$ cat src/mte_pkg.sv
// ============================================================================
// mte_pkg: shared types and constants of the multi-tap echo unit
// Sizes, register indexes and the beat structures between the controller,
// the channel lanes and the merge stage.
// ============================================================================
package mte_pkg;

    localparam int MAX_DELAY = 32768;
    localparam int NUM_TAPS  = 4;
    localparam int CHANNELS  = 2;

    // Only two sample fields exist, so at most two lanes are built.
    localparam int LANES     = (CHANNELS > 2) ? 2 : CHANNELS;
    localparam int TAP_SLOTS = 4;

    localparam int SAMPLE_W  = 16;
    localparam int DELAY_W   = 15;
    localparam int GAIN_W    = 16;
    localparam int FRAMES_W  = 16;
    localparam int FRAC_BITS = 14;
    localparam int PROD_W    = SAMPLE_W + GAIN_W;
    localparam int ACC_W     = PROD_W + $clog2(NUM_TAPS + 1);
    localparam int ADDR_W    = $clog2(MAX_DELAY);
    localparam int TAP_W     = (NUM_TAPS > 1) ? $clog2(NUM_TAPS) : 1;

    localparam int SAT_HI    = (1 << (SAMPLE_W - 1)) - 1;
    localparam int SAT_LO    = -(1 << (SAMPLE_W - 1));

    localparam int OUT_DEPTH = 2;
    localparam int CNT_W     = $clog2(OUT_DEPTH + 1);

    localparam int NUM_REGS  = 2 * TAP_SLOTS;
    localparam int REG_IDX_W = $clog2(NUM_REGS);
    localparam int PADDR_W   = REG_IDX_W + 2;
    localparam int PDATA_W   = 32;

    localparam logic [REG_IDX_W-1:0] REG_TAP_DELAY_0 = REG_IDX_W'(0);
    localparam logic [REG_IDX_W-1:0] REG_TAP_DELAY_1 = REG_IDX_W'(1);
    localparam logic [REG_IDX_W-1:0] REG_TAP_DELAY_2 = REG_IDX_W'(2);
    localparam logic [REG_IDX_W-1:0] REG_TAP_DELAY_3 = REG_IDX_W'(3);
    localparam logic [REG_IDX_W-1:0] REG_TAP_GAIN_0  = REG_IDX_W'(4);
    localparam logic [REG_IDX_W-1:0] REG_TAP_GAIN_1  = REG_IDX_W'(5);
    localparam logic [REG_IDX_W-1:0] REG_TAP_GAIN_2  = REG_IDX_W'(6);
    localparam logic [REG_IDX_W-1:0] REG_TAP_GAIN_3  = REG_IDX_W'(7);

    // One tap of one frame, as the controller hands it to every lane.
    typedef struct packed {
        logic                     valid;
        logic                     first;
        logic                     last;
        logic                     tap_on;
        logic                     bypass;
        logic [ADDR_W-1:0]        rd_addr;
        logic signed [GAIN_W-1:0] gain;
        logic                     wr;
        logic [ADDR_W-1:0]        wr_addr;
    } mte_issue_t;

    // Finished Q.14 sum of one lane.
    typedef struct packed {
        logic                    done;
        logic signed [ACC_W-1:0] acc;
    } mte_lane_out_t;

endpackage

$ cat src/mte_ctrl.sv
// ============================================================================
// mte_ctrl: register file and tap sequencer
// Holds the tap registers, the write pointer and the frame count, and issues
// one tap per cycle to all lanes.
// ============================================================================
module mte_ctrl (
    input  logic                         clk,
    input  logic                         rst_n,
    input  logic                         psel,
    input  logic                         penable,
    input  logic                         pwrite,
    input  logic [mte_pkg::PADDR_W-1:0]  paddr,
    input  logic [mte_pkg::PDATA_W-1:0]  pwdata,
    output logic [mte_pkg::PDATA_W-1:0]  prdata,
    input  logic                         in_valid,
    input  logic                         first_frame,
    output logic                         in_ready,
    input  logic                         out_pop,
    output mte_pkg::mte_issue_t          issue
);
    import mte_pkg::*;

    typedef struct packed {
        logic                     tap_on;
        logic                     bypass;
        logic [ADDR_W-1:0]        rd_addr;
        logic signed [GAIN_W-1:0] gain;
    } tap_info_t;

    logic [DELAY_W-1:0]        delay_reg [TAP_SLOTS];
    logic signed [GAIN_W-1:0]  gain_reg  [TAP_SLOTS];
    logic [ADDR_W-1:0]         slot_reg;
    logic [ADDR_W-1:0]         slot_next;
    logic [FRAMES_W-1:0]       frames_reg;
    logic [FRAMES_W-1:0]       frames_eff;
    logic                      busy_reg;
    logic [TAP_W-1:0]          phase_reg;
    logic [CNT_W-1:0]          cnt_reg;
    tap_info_t                 queue_reg [NUM_TAPS];
    tap_info_t                 info      [NUM_TAPS];
    tap_info_t                 cur_tap;
    logic                      accept;
    logic                      wr_cfg;
    logic [REG_IDX_W-1:0]      reg_idx;
    logic                      last_tap;

    assign reg_idx  = paddr[PADDR_W-1:2];
    assign wr_cfg   = psel && penable && pwrite;
    assign in_ready = !busy_reg && (cnt_reg < CNT_W'(OUT_DEPTH));
    assign accept   = in_valid && in_ready;

    assign frames_eff = first_frame ? '0 : frames_reg;
    assign slot_next  = (32'(slot_reg) == 32'(MAX_DELAY - 1)) ? '0 : slot_reg + 1'b1;

    // Per-tap gating and history address for the frame being accepted.
    always_comb
    begin
        logic [31:0] d32;
        logic [31:0] s32;
        logic [31:0] diff;
        for (int k = 0; k < NUM_TAPS; k++)
        begin
            d32  = 32'(delay_reg[k]);
            s32  = 32'(slot_reg);
            diff = (s32 >= d32) ? (s32 - d32) : (s32 + 32'(MAX_DELAY) - d32);
            info[k].tap_on  = (gain_reg[k] != '0) && (d32 < 32'(MAX_DELAY))
                              && (FRAMES_W'(delay_reg[k]) <= frames_eff);
            info[k].bypass  = (delay_reg[k] == '0);
            info[k].rd_addr = diff[ADDR_W-1:0];
            info[k].gain    = gain_reg[k];
        end
    end

    assign cur_tap  = busy_reg ? queue_reg[0] : info[0];
    assign last_tap = busy_reg ? (phase_reg == TAP_W'(NUM_TAPS - 1)) : (NUM_TAPS == 1);

    always_comb
    begin
        issue.valid   = accept || busy_reg;
        issue.first   = accept;
        issue.last    = last_tap;
        issue.tap_on  = cur_tap.tap_on;
        issue.bypass  = cur_tap.bypass;
        issue.rd_addr = cur_tap.rd_addr;
        issue.gain    = cur_tap.gain;
        issue.wr      = accept;
        issue.wr_addr = slot_reg;
    end

    always_ff @(posedge clk or negedge rst_n)
    begin
        if (!rst_n)
        begin
            for (int k = 0; k < TAP_SLOTS; k++)
            begin
                delay_reg[k] <= '0;
                gain_reg[k]  <= '0;
            end
            slot_reg   <= '0;
            frames_reg <= '0;
            busy_reg   <= 1'b0;
            phase_reg  <= '0;
            cnt_reg    <= '0;
        end
        else
        begin
            if (wr_cfg)
            begin
                case (reg_idx)
                    REG_TAP_DELAY_0: delay_reg[0] <= pwdata[DELAY_W-1:0];
                    REG_TAP_DELAY_1: delay_reg[1] <= pwdata[DELAY_W-1:0];
                    REG_TAP_DELAY_2: delay_reg[2] <= pwdata[DELAY_W-1:0];
                    REG_TAP_DELAY_3: delay_reg[3] <= pwdata[DELAY_W-1:0];
                    REG_TAP_GAIN_0:  gain_reg[0]  <= pwdata[GAIN_W-1:0];
                    REG_TAP_GAIN_1:  gain_reg[1]  <= pwdata[GAIN_W-1:0];
                    REG_TAP_GAIN_2:  gain_reg[2]  <= pwdata[GAIN_W-1:0];
                    REG_TAP_GAIN_3:  gain_reg[3]  <= pwdata[GAIN_W-1:0];
                    default: ;
                endcase
            end

            if (accept)
            begin
                slot_reg   <= slot_next;
                frames_reg <= (frames_eff == {FRAMES_W{1'b1}}) ? frames_eff
                                                                : frames_eff + 1'b1;
            end

            if (accept && (NUM_TAPS > 1))
            begin
                busy_reg  <= 1'b1;
                phase_reg <= TAP_W'(1);
            end
            else if (busy_reg)
            begin
                if (last_tap)
                begin
                    busy_reg <= 1'b0;
                end
                phase_reg <= phase_reg + 1'b1;
            end

            cnt_reg <= cnt_reg + CNT_W'(accept) - CNT_W'(out_pop);
        end
    end

    // Remaining taps of the frame wait in a short shift line.
    always_ff @(posedge clk)
    begin
        for (int k = 0; k < NUM_TAPS; k++)
        begin
            if (accept)
            begin
                queue_reg[k] <= (k + 1 < NUM_TAPS) ? info[(k + 1) % NUM_TAPS] : info[k];
            end
            else if (busy_reg && (k + 1 < NUM_TAPS))
            begin
                queue_reg[k] <= queue_reg[(k + 1) % NUM_TAPS];
            end
        end
    end

    always_comb
    begin
        case (reg_idx)
            REG_TAP_DELAY_0: prdata = PDATA_W'(delay_reg[0]);
            REG_TAP_DELAY_1: prdata = PDATA_W'(delay_reg[1]);
            REG_TAP_DELAY_2: prdata = PDATA_W'(delay_reg[2]);
            REG_TAP_DELAY_3: prdata = PDATA_W'(delay_reg[3]);
            REG_TAP_GAIN_0:  prdata = PDATA_W'(unsigned'(gain_reg[0]));
            REG_TAP_GAIN_1:  prdata = PDATA_W'(unsigned'(gain_reg[1]));
            REG_TAP_GAIN_2:  prdata = PDATA_W'(unsigned'(gain_reg[2]));
            REG_TAP_GAIN_3:  prdata = PDATA_W'(unsigned'(gain_reg[3]));
            default:         prdata = '0;
        endcase
    end

endmodule

$ cat config.mk
export PLATFORM = sky130hd
export DESIGN_NAME = mte_ctrl
export DESIGN_NICKNAME = d
export VERILOG_FILES = /design/src/mte_pkg.sv /design/src/mte_ctrl.sv
export SDC_FILE = /design/constraint.sdc
export NUM_CORES = 1
export LEC_CHECK = 0
export ABC_AREA = 1
export BUFFER_PORTS_ARGS = -buffer_cell sky130_fd_sc_hd__buf_2
export CAP_MARGIN = 20
export CORE_MARGIN = 2
export CORE_UTILIZATION = 55
export CTS_CLUSTER_DIAMETER = 200
export DETAILED_ROUTE_END_ITERATION = 16
export HOLD_SLACK_MARGIN = 0.06
export PLACE_DENSITY_LB_ADDON = 0.3
export RECOVER_POWER = 100
export SLEW_MARGIN = 5
export SYNTH_ARGS = -nofsm -noshare
export SYNTH_HDL_FRONTEND = slang
export SYNTH_SLANG_ARGS = --single-unit
export TNS_END_PERCENT = 1
$ cat constraint.sdc
create_clock -name clk -period 4.9 [get_ports clk]
set_input_delay 0.735 -clock clk [delete_from_list [all_inputs] [get_ports clk]]
set_output_delay 0.735 -clock clk [all_outputs]
set_load 0.01 [all_outputs]
==> results.md <==
- Die width: 184 um
- TritonRoute pass-1 iters: 5
- Critical path type: flop to output port
- Post-DR vias/cell: 5.77
- Status: finished, violations left
- 1st-iter DRT viols: 1420
- Synth Area per Inst: 8.11 um^2
- Dpl hpwl: 40300 um
- Synth Flop Type: dfrtp_1
- Count leader, synth: nand2_1
- Clock sink total: 292
- H-tree depth: 2
- Die Area: 34000 um^2
- Area growth from synthesis to layout: 8.79%
- Max Clock Freq: 255 MHz
- Peak supply drop: 336 uV
- Part of the power in the clock network: 20.3%
- Initial Util: 55.4%
- WP data required: 4160 ps
- Multiplexer area fraction after synthesis: 0%
- Failing checks: capacitance limit, slew limit
- Sw Ratio: 43.4%
- Worst rel slew slack: -69.3%
- Num ports: 130
- #FFs+latches synth: 292
- Post-synthesis simple-gate area fraction: 22.8%
- Fraction of registers with async set/reset: 54.8%
- Compound-Gate Fraction of Synth Area: 13.5%
- Clk_skew: 16.9 ps
- Largest cells by area after synthesis: dfrtp_1 (22%), edfxtp_1 (22%), nand2_1 (13%)
- Clock-pin transition on the worst setup and hold timing paths: 60 ps
- Fin Setup TNS: 0 ps
- Register area: 7970 um^2
- Routing usage on met2: 50.7%
- Row Count: 66
- Antenna violations before repair: 1
- Antenna-violating nets left: 0
- Setup crit end kind: output port
- Hold slack: 189 ps
- Top post-synthesis cells by count: nand2_1 (597), inv_1 (264), o21ai_0 (250)
- Cell taking the most area after synthesis: dfrtp_1
- Adder-cell share of the synthesized area: 8.91%
- Post-layout min period: 3920 ps
- Post-route DRC: 0
- Vias in the first global route: 14900
- CTS Buf Count: 34
- GRT Util Overall: 32.3%
- Main combinational cell family by area after synthesis: simple AND/OR/NAND/NOR gates
- Gate power share: 43.6%
- Largest net degree at the start of global routing: 183
- R2R Path End: queue_reg[2][25]
- Slew Viols, Final: 99
- Worst-path fanout max: 51
- Leakage power total: 9.00 nW
- Die height: 184 um
- Sequential share of the synthesized area: 44.5%
- Routed vias: 15800
- R2R Setup Slk: 1230 ps
- Seq pwr share: 36.1%
- Post-CTS Resized: 0
- First-pass GRT wire length: 83700 um
- Met1 Track Usage GR: 43.8%
- GRT Residual Overflow: 0
- Final Power: 12.1 mW
- HP Class: input port to async pin
- XOR/XNOR share of the synthesized area: 1.76%
- Worst r2r src: busy_reg
- Yosys cell types: 48
- Slew @ Worst Pin: 2540 ps
- PwrDens: 619 nW/um^2
- Sw power: 5.23 mW
- WP data arrival: 3190 ps
- Worst-Skew Late Latency: 540 ps
- Post-CTS Hold Buffers: 0
- Synth top area share: 22.4%
- Final hold vios: 0
- Drt wl/cell: 19.7 um
- FILL cells: 2906
- EDFF count, synth: 132
- Synthesis Warnings: 0
- R2R cell count: 4
- # Max-Cap Violations: 2
- Post-Route WL: 54100 um
- Multi-input gate area: 8420 um^2
- Port bufs: 95
- RSZ-0062 raised after global routing: no
- Global routing's busiest layer: met2
- Layout Nets: 2443
- Post-CTS Setup Bufs: 0
- Mapped cell area: 17900 um^2
- Met3 GRT Util: 5.33%
- Layout cell share with drive strength beyond 1: 4.26%
- Mapped Cells: 2207
- Final critical-path share of the clock period: 80.1%
- Core area: 32300 um^2
- CP Launch Type: flop
- CTS tree: built
- Max reg flops: 132
- Internal power: 6.83 mW
- Longest Clk Path Bufs: 3
- CTS root buf: clkbuf_16
- Final setup vio count: 0
- Routability cong.: 0.931
[kinds of logic after synthesis]
| kind of cell | Yosys count |
|---|---|
| other | 1 |
| adder cells (fa/ha/maj) | 125 |
| flip-flops | 292 |
| XOR/XNOR | 36 |
| AND/OR/NAND/NOR | 940 |
| AO/OA/AOI/OAI | 453 |
| buffers and inverters | 360 |
[how the worst max path moves through the flow]
stage	slack [ps]	end	start	cells past startpoint
2_1_floorplan	960	issue[51]	in_valid	3
3_3_place_gp	1300	issue[48]	first_frame	11
3_5_place_dp	1310	issue[48]	first_frame	12
4_1_cts	1100	issue[46]	slot_reg[1]	10
5_1_grt	770	issue[51]	busy_reg	4
6_report	980	issue[34]	busy_reg	4
[power by group through the flow]
stage / registers [mW] / clock network (mW) / logic [mW]
2_1_floorplan: 4.14 / 0 / 3.77
3_3_place_gp: 4.34 / 0 / 5.12
3_5_place_dp: 4.37 / 0 / 5.25
4_1_cts: 4.33 / 2.46 / 5.29
5_1_grt: 4.42 / 2.56 / 6.00
6_report: 4.35 / 2.45 / 5.26
[critical path, cell delays in order (launching register included)]
cell and delay [ps]:
dfrtp_1 1310, clkinv_1 380, buf_4 450, a31oi_1 310, clkbuf_1 190
[metrics by stage]
step | cells | util [%] | cell area, um^2 | worst slack, ps
final | 2742 | 60.3 | 19500 | 975
after global placement | 2676 | 57.6 | 18600 | 1300
after CTS | 2738 | 60.8 | 19600 | 1100
after global routing | 2742 | 60.3 | 19500 | 766
after detailed placement | 2676 | 57.6 | 18600 | 1310
after floorplan | 2222 | - | 18000 | 960
[routing by layer]
metal	share of wire [%]	wire length, um
met5	0	0
met3	8.2	4430
met2	45	24400
met1	42	22600
met4	5.0	2680
[cell type report]
cell class	instances	area share, %
Inverter	270	5.23
Tap cell	442	2.84
Multi-Input combinational cell	1570	43.2
Clock inverter	12	0.617
Timing Repair Buffer	105	2.37
Clock buffer	50	4.78
Sequential cell	292	40.9
Antenna cell	1	0.0129
[cells in the final DEF, fill, tap and decap left out, types with 34 or more instances in the layout]
cell,instances
a21oi_1,98
clkbuf_1,88
clkbuf_16,34
dfrtp_1,160
edfxtp_1,132
ha_1,121
inv_1,267
nand2_1,598
nand3_1,113
nand4_1,50
nor2_1,92
o21ai_0,265
o22ai_1,45
No activity file was read; power rests on OpenSTA's default activity.
