--- config.mk ---
export PLATFORM = sky130hd
export DESIGN_NAME = mte_merge
export DESIGN_NICKNAME = d
export VERILOG_FILES = /design/src/mte_pkg.sv /design/src/mte_merge.sv
export SDC_FILE = /design/constraint.sdc
export NUM_CORES = 1
export LEC_CHECK = 0
export ABC_AREA = 1
export BUFFER_PORTS_ARGS = -buffer_cell sky130_fd_sc_hd__buf_2
export CORE_ASPECT_RATIO = 1.25
export CORE_MARGIN = 3
export CORE_UTILIZATION = 55
export CTS_BUF_LIST = sky130_fd_sc_hd__clkbuf_8
export DETAILED_ROUTE_END_ITERATION = 7
export PLACE_DENSITY = 0.8
export REMOVE_ABC_BUFFERS = 1
export SLEW_MARGIN = 20
export SYNTH_ARGS = -nofsm -noshare
export SYNTH_HDL_FRONTEND = slang
export SYNTH_SLANG_ARGS = --single-unit
--- constraint.sdc ---
create_clock -name clk -period 2.75 [get_ports clk]
set_clock_uncertainty 0.05 [all_clocks]
set_input_delay 0.275 -clock clk [delete_from_list [all_inputs] [get_ports clk]]
set_output_delay 0.275 -clock clk [all_outputs]
set_load 0.1 [all_outputs]
--- src/mte_pkg.sv ---
// ============================================================================
// mte_pkg: shared types and constants of the multi-tap echo unit
// Sizes, register indexes and the beat structures between the controller,
// the channel lanes and the merge stage.
// ============================================================================
package mte_pkg;

    localparam int MAX_DELAY = 32768;
    localparam int NUM_TAPS  = 4;
    localparam int CHANNELS  = 2;

    // Only two sample fields exist, so at most two lanes are built.
    localparam int LANES     = (CHANNELS > 2) ? 2 : CHANNELS;
    localparam int TAP_SLOTS = 4;

    localparam int SAMPLE_W  = 16;
    localparam int DELAY_W   = 15;
    localparam int GAIN_W    = 16;
    localparam int FRAMES_W  = 16;
    localparam int FRAC_BITS = 14;
    localparam int PROD_W    = SAMPLE_W + GAIN_W;
    localparam int ACC_W     = PROD_W + $clog2(NUM_TAPS + 1);
    localparam int ADDR_W    = $clog2(MAX_DELAY);
    localparam int TAP_W     = (NUM_TAPS > 1) ? $clog2(NUM_TAPS) : 1;

    localparam int SAT_HI    = (1 << (SAMPLE_W - 1)) - 1;
    localparam int SAT_LO    = -(1 << (SAMPLE_W - 1));

    localparam int OUT_DEPTH = 2;
    localparam int CNT_W     = $clog2(OUT_DEPTH + 1);

    localparam int NUM_REGS  = 2 * TAP_SLOTS;
    localparam int REG_IDX_W = $clog2(NUM_REGS);
    localparam int PADDR_W   = REG_IDX_W + 2;
    localparam int PDATA_W   = 32;

    localparam logic [REG_IDX_W-1:0] REG_TAP_DELAY_0 = REG_IDX_W'(0);
    localparam logic [REG_IDX_W-1:0] REG_TAP_DELAY_1 = REG_IDX_W'(1);
    localparam logic [REG_IDX_W-1:0] REG_TAP_DELAY_2 = REG_IDX_W'(2);
    localparam logic [REG_IDX_W-1:0] REG_TAP_DELAY_3 = REG_IDX_W'(3);
    localparam logic [REG_IDX_W-1:0] REG_TAP_GAIN_0  = REG_IDX_W'(4);
    localparam logic [REG_IDX_W-1:0] REG_TAP_GAIN_1  = REG_IDX_W'(5);
    localparam logic [REG_IDX_W-1:0] REG_TAP_GAIN_2  = REG_IDX_W'(6);
    localparam logic [REG_IDX_W-1:0] REG_TAP_GAIN_3  = REG_IDX_W'(7);

    // One tap of one frame, as the controller hands it to every lane.
    typedef struct packed {
        logic                     valid;
        logic                     first;
        logic                     last;
        logic                     tap_on;
        logic                     bypass;
        logic [ADDR_W-1:0]        rd_addr;
        logic signed [GAIN_W-1:0] gain;
        logic                     wr;
        logic [ADDR_W-1:0]        wr_addr;
    } mte_issue_t;

    // Finished Q.14 sum of one lane.
    typedef struct packed {
        logic                    done;
        logic signed [ACC_W-1:0] acc;
    } mte_lane_out_t;

endpackage

--- src/mte_merge.sv ---
// ============================================================================
// mte_merge: rounding, saturation and result buffer
// Rounds each lane's sum half away from zero, saturates it, combines the clip
// flags and holds up to two results for the output channel.
// ============================================================================
module mte_merge (
    input  logic                          clk,
    input  logic                          rst_n,
    input  mte_pkg::mte_lane_out_t        lane_out [mte_pkg::LANES],
    output logic                          out_valid,
    input  logic                          out_ready,
    output logic signed [mte_pkg::SAMPLE_W-1:0] out_left,
    output logic signed [mte_pkg::SAMPLE_W-1:0] out_right,
    output logic                          clipped
);
    import mte_pkg::*;

    localparam int PTR_W = $clog2(OUT_DEPTH);
    localparam logic signed [ACC_W-1:0] HALF    = ACC_W'(1 << (FRAC_BITS - 1));
    localparam logic signed [ACC_W-1:0] HALF_LO = ACC_W'((1 << (FRAC_BITS - 1)) - 1);
    localparam logic signed [ACC_W-1:0] LIM_HI  = ACC_W'(SAT_HI);
    localparam logic signed [ACC_W-1:0] LIM_LO  = ACC_W'(SAT_LO);

    typedef struct packed {
        logic                       clip;
        logic signed [SAMPLE_W-1:0] value;
    } lane_res_t;

    typedef struct packed {
        logic signed [SAMPLE_W-1:0] left;
        logic signed [SAMPLE_W-1:0] right;
        logic                       clip;
    } entry_t;

    function automatic lane_res_t round_sat(input logic signed [ACC_W-1:0] acc);
        logic signed [ACC_W-1:0] rnd;
        lane_res_t               res;
        rnd = (acc + (acc[ACC_W-1] ? HALF_LO : HALF)) >>> FRAC_BITS;
        if (rnd > LIM_HI)
        begin
            res.clip  = 1'b1;
            res.value = SAMPLE_W'(SAT_HI);
        end
        else if (rnd < LIM_LO)
        begin
            res.clip  = 1'b1;
            res.value = SAMPLE_W'(SAT_LO);
        end
        else
        begin
            res.clip  = 1'b0;
            res.value = rnd[SAMPLE_W-1:0];
        end
        return res;
    endfunction

    lane_res_t            res [LANES];
    entry_t               new_entry;
    entry_t               buf_reg [OUT_DEPTH];
    logic [PTR_W-1:0]     wr_ptr_reg;
    logic [PTR_W-1:0]     rd_ptr_reg;
    logic [CNT_W-1:0]     count_reg;
    logic                 push;
    logic                 pop;

    always_comb
    begin
        for (int c = 0; c < LANES; c++)
        begin
            res[c] = round_sat(lane_out[c].acc);
        end
    end

    always_comb
    begin
        new_entry.left  = res[0].value;
        new_entry.right = '0;
        new_entry.clip  = res[0].clip;
        if (LANES > 1)
        begin
            new_entry.right = res[LANES - 1].value;
            new_entry.clip  = res[0].clip || res[LANES - 1].clip;
        end
    end

    // All lanes run in lockstep, so lane zero marks the beat for all of them.
    assign push      = lane_out[0].done;
    assign out_valid = (count_reg != '0);
    assign pop       = out_valid && out_ready;

    always_ff @(posedge clk)
    begin
        if (push)
        begin
            buf_reg[wr_ptr_reg] <= new_entry;
        end
    end

    always_ff @(posedge clk or negedge rst_n)
    begin
        if (!rst_n)
        begin
            wr_ptr_reg <= '0;
            rd_ptr_reg <= '0;
            count_reg  <= '0;
        end
        else
        begin
            if (push)
            begin
                wr_ptr_reg <= (32'(wr_ptr_reg) == OUT_DEPTH - 1) ? '0 : wr_ptr_reg + 1'b1;
            end
            if (pop)
            begin
                rd_ptr_reg <= (32'(rd_ptr_reg) == OUT_DEPTH - 1) ? '0 : rd_ptr_reg + 1'b1;
            end
            count_reg <= count_reg + CNT_W'(push) - CNT_W'(pop);
        end
    end

    assign out_left  = buf_reg[rd_ptr_reg].left;
    assign out_right = buf_reg[rd_ptr_reg].right;
    assign clipped   = buf_reg[rd_ptr_reg].clip;

endmodule

==> flow_summary.yaml, run 1 <==
clocking:
  post_cts_buffers: 0
  root_buffer: "clkbuf_8"
  cts_sinks: 70
  cts_buffers: 9
  cts_tree: "built"
  cts.htree.levels: 3
  clk_pin_slew_ns: 0.07
  cts_resized: 0
  worstSkewPairLatency_ns: 0.33
  clk_path_buf_depth: 2
timing:
  finalSetupTns_ns: 0
  fin_ws_ns: 0.3591
  finalCriticalPeriod_ns: 2.391
  tightestPinTransition_ns: 0.5071
  timing.fmax_mhz: 418.2
  hold-worst-slack_ns: 0.1185
  rsz0062_at_grt: "false"
  finalCritPeriodShare_pct: 86.94
  setup_viol: 0
  report.final.slew_viol_count: 0
  max_slew_margin_pct: 66.43
  finalHoldViolCount: 0
status:
  status: "finished, final reports clean"
grt:
  antenna_found_initial: 0
  grt_pass1_vias: 4639
  overflow: 0
  grt_pass1_wl_um: 19570
  grt_max_degree: 35
  grt_use_total_pct: 22.29
synthesis:
  synth_cells: 740
  yosysWarnings: 0
  synth_xor_area_share_pct: 2.154
  yosys.area_share.simple_pct: 40.73
  synth_seq_area_share_pct: 39.82
  syn-cell-area_um2: 5229
  ys_ff_latch: 70
  yosys.area_share.adder_pct: 6.700
  yosysUniqueCellTypes: 31
  synth_top_family_by_area: "simple AND/OR/NAND/NOR gates"
  synthMuxAreaShare_pct: 0
  syn_avg_cell_area_um2: 7.066
  synth_compound_area_share_pct: 2.776
setup_path:
  required_ns: 2.76
  cp-start-kind: "input port"
  crit_start: "lane_out[70]"
  reg2reg_from: "count_reg[1]"
  worstSetupEndpointType: "flip-flop"
  worst_ep_arrival_time_ns: 2.41
  worstSetupPathType: "in2reg"
  cp_max_fo: 16
route:
  dr.pass1.iters: 5
  wirelength_um: 11700
  vias: 4885
  drc: 0
  vias_per_cell: 4.954
  ant_nets: 0
  wl_per_cell_um: 11.86
  drtIter0Drc: 268
floorplanning:
  fp.dieW_um: 93.21
  dieArea_um2: 10720
  initial_core_util_pct: 56.70
  num_rows: 39
  core_um2: 9223
  boundaryPins: 109
  die_h_um: 115.0
layout:
  area_delta_synth_final_pct: 17.21
  layout_commonest_cell: "nand2_1"
  largest_reg_flops: 66
  final_cells: 986
  fillers: 811
  diodes: 0
  final_nets: 961
  drive_above_1_share_pct: 19.00
  fin_area_um2: 6128
  final_cell_mix: "nand2_1 (338), buf_2 (107), inv_1 (89), nor2_1 (72), edfxtp_1 (66)"
  post-route-util_pct: 66.45
power_and_ir_drop:
  finalPower_mw: 5.532
  p_leak_nw: 3.206
  cellPowerDensity_nw_per_um2: 902.7
  ir_drop_mv: 0.6969
place:
  gp_congestion: 0.8904
  io_buffers: 107
  dpl.cell_count: 969
  hpwl_um: 9201
  placed_cell_area_um2: 5937
  dp_slack_ns: 0.02557
job:
  maxCapViolCount: 0
worst_hold_path:
  min-delay-start: "lane_out[71]"
  hold_path.class: "in2reg"
-- final timing paths --
path / end / slack [ns] / depth (start not counted)
hold / removal: wr_ptr_reg / 0.12 / 2
setup / recovery: buf_reg[0][0] / 0.36 / 16
max in group asynchronous: rd_ptr_reg / 2.32 / 2
setup reg to reg: count_reg[1] / 1.15 / 7
hold reg to reg: wr_ptr_reg / 0.47 / 1
min in group asynchronous: count_reg[1] / 0.21 / 2
-- where the power goes --
group          total (mW)  leakage, nW  internal, mW  switching, mW
logic                3.29         2.46         0.528           2.76
registers            1.48        0.650          1.42         0.0565
clock network       0.761       0.0967         0.404          0.357
-- per-layer routing --
layer	routed length, µm	vias up	part of all wire (%)	global-route usage, %
met4	241	0	2.1	8.993
li1	-	2572	-	-
met3	597	18	5.1	3.534
met5	0	-	0	0
met2	6067	134	52	40.17
met1	4791	2161	41	26.47
-- critical path: stages --
cell and delay (ns):
buf_2 0.18, buf_4 0.17, ha_1 0.33, nand2_1 0.11, nor2_1 0.11, nand2_1 0.05, nand3_1 0.10, nand2_1 0.06
nand2_1 0.06, nand2_1 0.06, nand2_2 0.12, nand3_2 0.15, nand2_1 0.10, nand3_1 0.09, nand2_2 0.27, nand4_1 0.17
-- Yosys cell counts --
cell | number | area (µm²)
nand2_1 | 338 | 1269
inv_1 | 87 | 326.6
nor2_1 | 73 | 274.0
edfxtp_1 | 66 | 1982
nand3_1 | 39 | 195.2
ha_1 | 28 | 350.3
a21oi_1 | 19 | 95.09
nand4_1 | 13 | 81.33
nand2_2 | 8 | 50.05
clkbuf_1 | 7 | 26.28
xor2_1 | 7 | 61.31
nor2_2 | 6 | 37.54
nor3_1 | 6 | 30.03
buf_6 | 4 | 45.04
dfrtp_1 | 4 | 100.1
nand2_4 | 4 | 45.04
or2_2 | 4 | 25.02
xnor2_1 | 4 | 35.03
nand3_2 | 3 | 30.03
nor2_4 | 3 | 33.78
o21bai_1 | 3 | 22.52
and2_1 | 2 | 12.51
and3_1 | 2 | 12.51
inv_2 | 2 | 7.510
nand3b_1 | 2 | 15.01
a31o_2 | 1 | 8.760
clkinv_1 | 1 | 3.750
nor4_2 | 1 | 12.51
o21bai_4 | 1 | 18.77
or2_0 | 1 | 6.260
xor2_2 | 1 | 16.27
-- logic make-up after synthesis --
| logic type | after synthesis |
|---|---|
| buf+inv | 101 |
| fa+ha+maj | 28 |
| xor+xnor | 12 |
| compound gates | 24 |
| flops | 70 |
| simple gates | 505 |
-- final cells by class --
class	instances	area, µm²	area share [%]
multi-input combinational	569	2740	44.71
sequential	70	2082	33.97
timing repair buffer	118	633.1	10.33
inverter	90	337.8	5.512
tap	123	153.9	2.511
clock buffer	9	123.9	2.021
clock inverter	7	57.56	0.9392
-- timing repair --
item	CTS	global route
setup endpoints to repair	0	0
hold buffers	1	0
endpoints found under the hold margin	4	0
Power figures use the tool's default switching activity.
==> run 2, diff against run 1 <==
--- a/config.mk
+++ b/config.mk
@@ -9,10 +9,10 @@
 export BUFFER_PORTS_ARGS = -buffer_cell sky130_fd_sc_hd__buf_2
 export CORE_ASPECT_RATIO = 1.25
 export CORE_MARGIN = 3
-export CORE_UTILIZATION = 55
+export CORE_UTILIZATION = 57
 export CTS_BUF_LIST = sky130_fd_sc_hd__clkbuf_8
 export DETAILED_ROUTE_END_ITERATION = 7
-export PLACE_DENSITY = 0.8
+export PLACE_DENSITY = 0.83
 export REMOVE_ABC_BUFFERS = 1
 export SLEW_MARGIN = 20
 export SYNTH_ARGS = -nofsm -noshare
==> run 2 against run 1 <==
Net effect:
- maximum frequency increased by 0.14%
- sequential cell count is the same
- cell count is 0.30% lower
- utilization is 3.1 points higher
- die area down 3.3%
- combinational power barely moved
- register-to-register slack about the same
- power rose by 0.22%
- worst hold slack improved by 0.014 ns
- critical endpoint is now buf_reg[1][0]
- highest routed layer unchanged
==> flow_summary.yaml, run 2 (synthesis results as in run 1) <==
timing:
  finalCriticalPeriod_ns: 2.387
  report.final.slew_viol_count: 0
  finalCritPeriodShare_pct: 86.82
  timing.fmax_mhz: 418.9
  finalSetupTns_ns: 0
  setup_viol: 0
  max_slew_margin_pct: 66.35
  tightestPinTransition_ns: 0.5082
  rsz0062_at_grt: "false"
  fin_ws_ns: 0.3625
  finalHoldViolCount: 0
place:
  io_buffers: 107
  dp_slack_ns: 0.01864
  hpwl_um: 8912
  gp_congestion: 0.9002
route:
  drtIter0Drc: 257
  wl_met3_um: 486
  vias_per_cell: 5.037
  wl_per_cell_um: 11.77
  dr.pass1.iters: 5
  drc: 0
  met2WireLength_um: 6000
  vias: 4951
  ant_nets: 0
  wirelength_um: 11570
  wl_met1_um: 4787
  top_layer_used: "met4"
grt:
  overflow: 0
  grt_pass1_wl_um: 19510
  grt_pass1_vias: 4681
  grt_use_total_pct: 22.89
  antenna_found_initial: 0
  grt_max_degree: 35
setup_path:
  cp_common_cell: "nand2_1"
  critical_path.max_stage_delay_ns: 0.33
  cp_max_fo: 16
  worst_ep_arrival_time_ns: 2.40
  r2r_cells: 7
  r2r_slack_ns: 1.14
  worstSetupPathType: "in2reg"
  crit_buf_inv: 3
  cp-start-kind: "input port"
  required_ns: 2.76
  worstSetupEndpointType: "flip-flop"
  cp_top_family: "simple AND/OR/NAND/NOR gates"
  path_cells: "buf_2 -> buf_4 -> ha_1 -> nand2_1 -> nor2_2 -> and3_1 -> nand2_1 -> nand2_4 -> nand3_2 -> nand2_1 -> inv_1 -> nor2_1 -> nand3_1 -> nand2_2 -> nand4_1"
  crit_slowest_cell: "ha_1"
  path_depth: 15
power_and_ir_drop:
  ir_drop_mv: 0.5076
  p_leak_nw: 3.209
  cellPowerDensity_nw_per_um2: 906.9
layout:
  post-route-util_pct: 69.50
  final_cell_mix: "nand2_1 (338), buf_2 (107), inv_1 (90), nor2_1 (72), edfxtp_1 (66)"
  fillers: 727
  area_delta_synth_final_pct: 16.92
  largest_reg_flops: 66
  final_nets: 961
  drive_above_1_share_pct: 19.00
  diodes: 0
  layout_commonest_cell: "nand2_1"
status:
  status: "finished, final reports clean"
clocking:
  postCtsHoldBufs: 1
  cts_resized: 0
  worstSkewPairLatency_ns: 0.34
  cts.htree.levels: 3
  clk_path_buf_depth: 2
  clk_pin_slew_ns: 0.07
  root_buffer: "clkbuf_8"
  cts_buffers: 9
  cts_sinks: 70
  post_cts_buffers: 0
  cts_tree: "built"
floorplanning:
  boundaryPins: 109
  num_rows: 38
  die_h_um: 113.1
  fp.dieW_um: 91.67
  initial_core_util_pct: 59.45
  dieArea_um2: 10370
  core_um2: 8796
worst_hold_path:
  hold_depth: 2
  hold_path.class: "in2reg"
job:
  maxCapViolCount: 0
run 2: worst register-to-register path, delay by kind of cell (launching register included):
kind / cells / cell delay, ns
xor gates and xnor gates: 1 / 0.12
adders and majority gates: 2 / 0.44
buffers and inverters: 2 / 0.09
DFF: 1 / 0.41
and+or+nand+nor: 2 / 0.38
run 2: worst paths after layout:
check                             start            end
setup / recovery           lane_out[70]  buf_reg[1][0]
hold reg to reg              wr_ptr_reg     wr_ptr_reg
setup reg to reg           count_reg[1]   count_reg[1]
min in group asynchronous         rst_n   count_reg[1]
max in group asynchronous         rst_n     wr_ptr_reg
hold / removal             lane_out[71]     wr_ptr_reg
run 2: power breakdown:
part | internal (mW) | leakage (nW) | switching [mW]
Combinational | 0.526 | 2.46 | 2.77
Clock | 0.406 | 0.104 | 0.360
Sequential | 1.42 | 0.650 | 0.0630
Total | 2.35 | 3.21 | 3.19
run 2: final cells by class:
cell class | count | area, µm² | area share [%]
Inverter | 90 | 337.8 | 5.526
Sequential cell | 70 | 2082 | 34.06
Clock inverter | 7 | 58.81 | 0.9619
Timing Repair Buffer | 118 | 620.6 | 10.15
Clock buffer | 9 | 123.9 | 2.026
Tap cell | 120 | 150.1 | 2.456
Multi-Input combinational cell | 569 | 2740 | 44.82
run 2: routing by layer:
metal | global-route usage (%) | vias up
met5 | 0 | -
met4 | 9.356 | 0
met3 | 2.593 | 28
met2 | 43.15 | 155
met1 | 25.99 | 2196
li1 | - | 2572
run 2: through the flow:
stage	hold slack, ns	area [µm²]	total power [mW]	cells
floorplan	-0.07059	5157	4.193	729
detailed placement	0.03694	5921	4.803	966
global placement	0.03184	5921	4.746	966
CTS	0.1174	6113	5.576	983
global route	0.1216	6113	5.808	983
finish	0.1324	6113	5.544	983
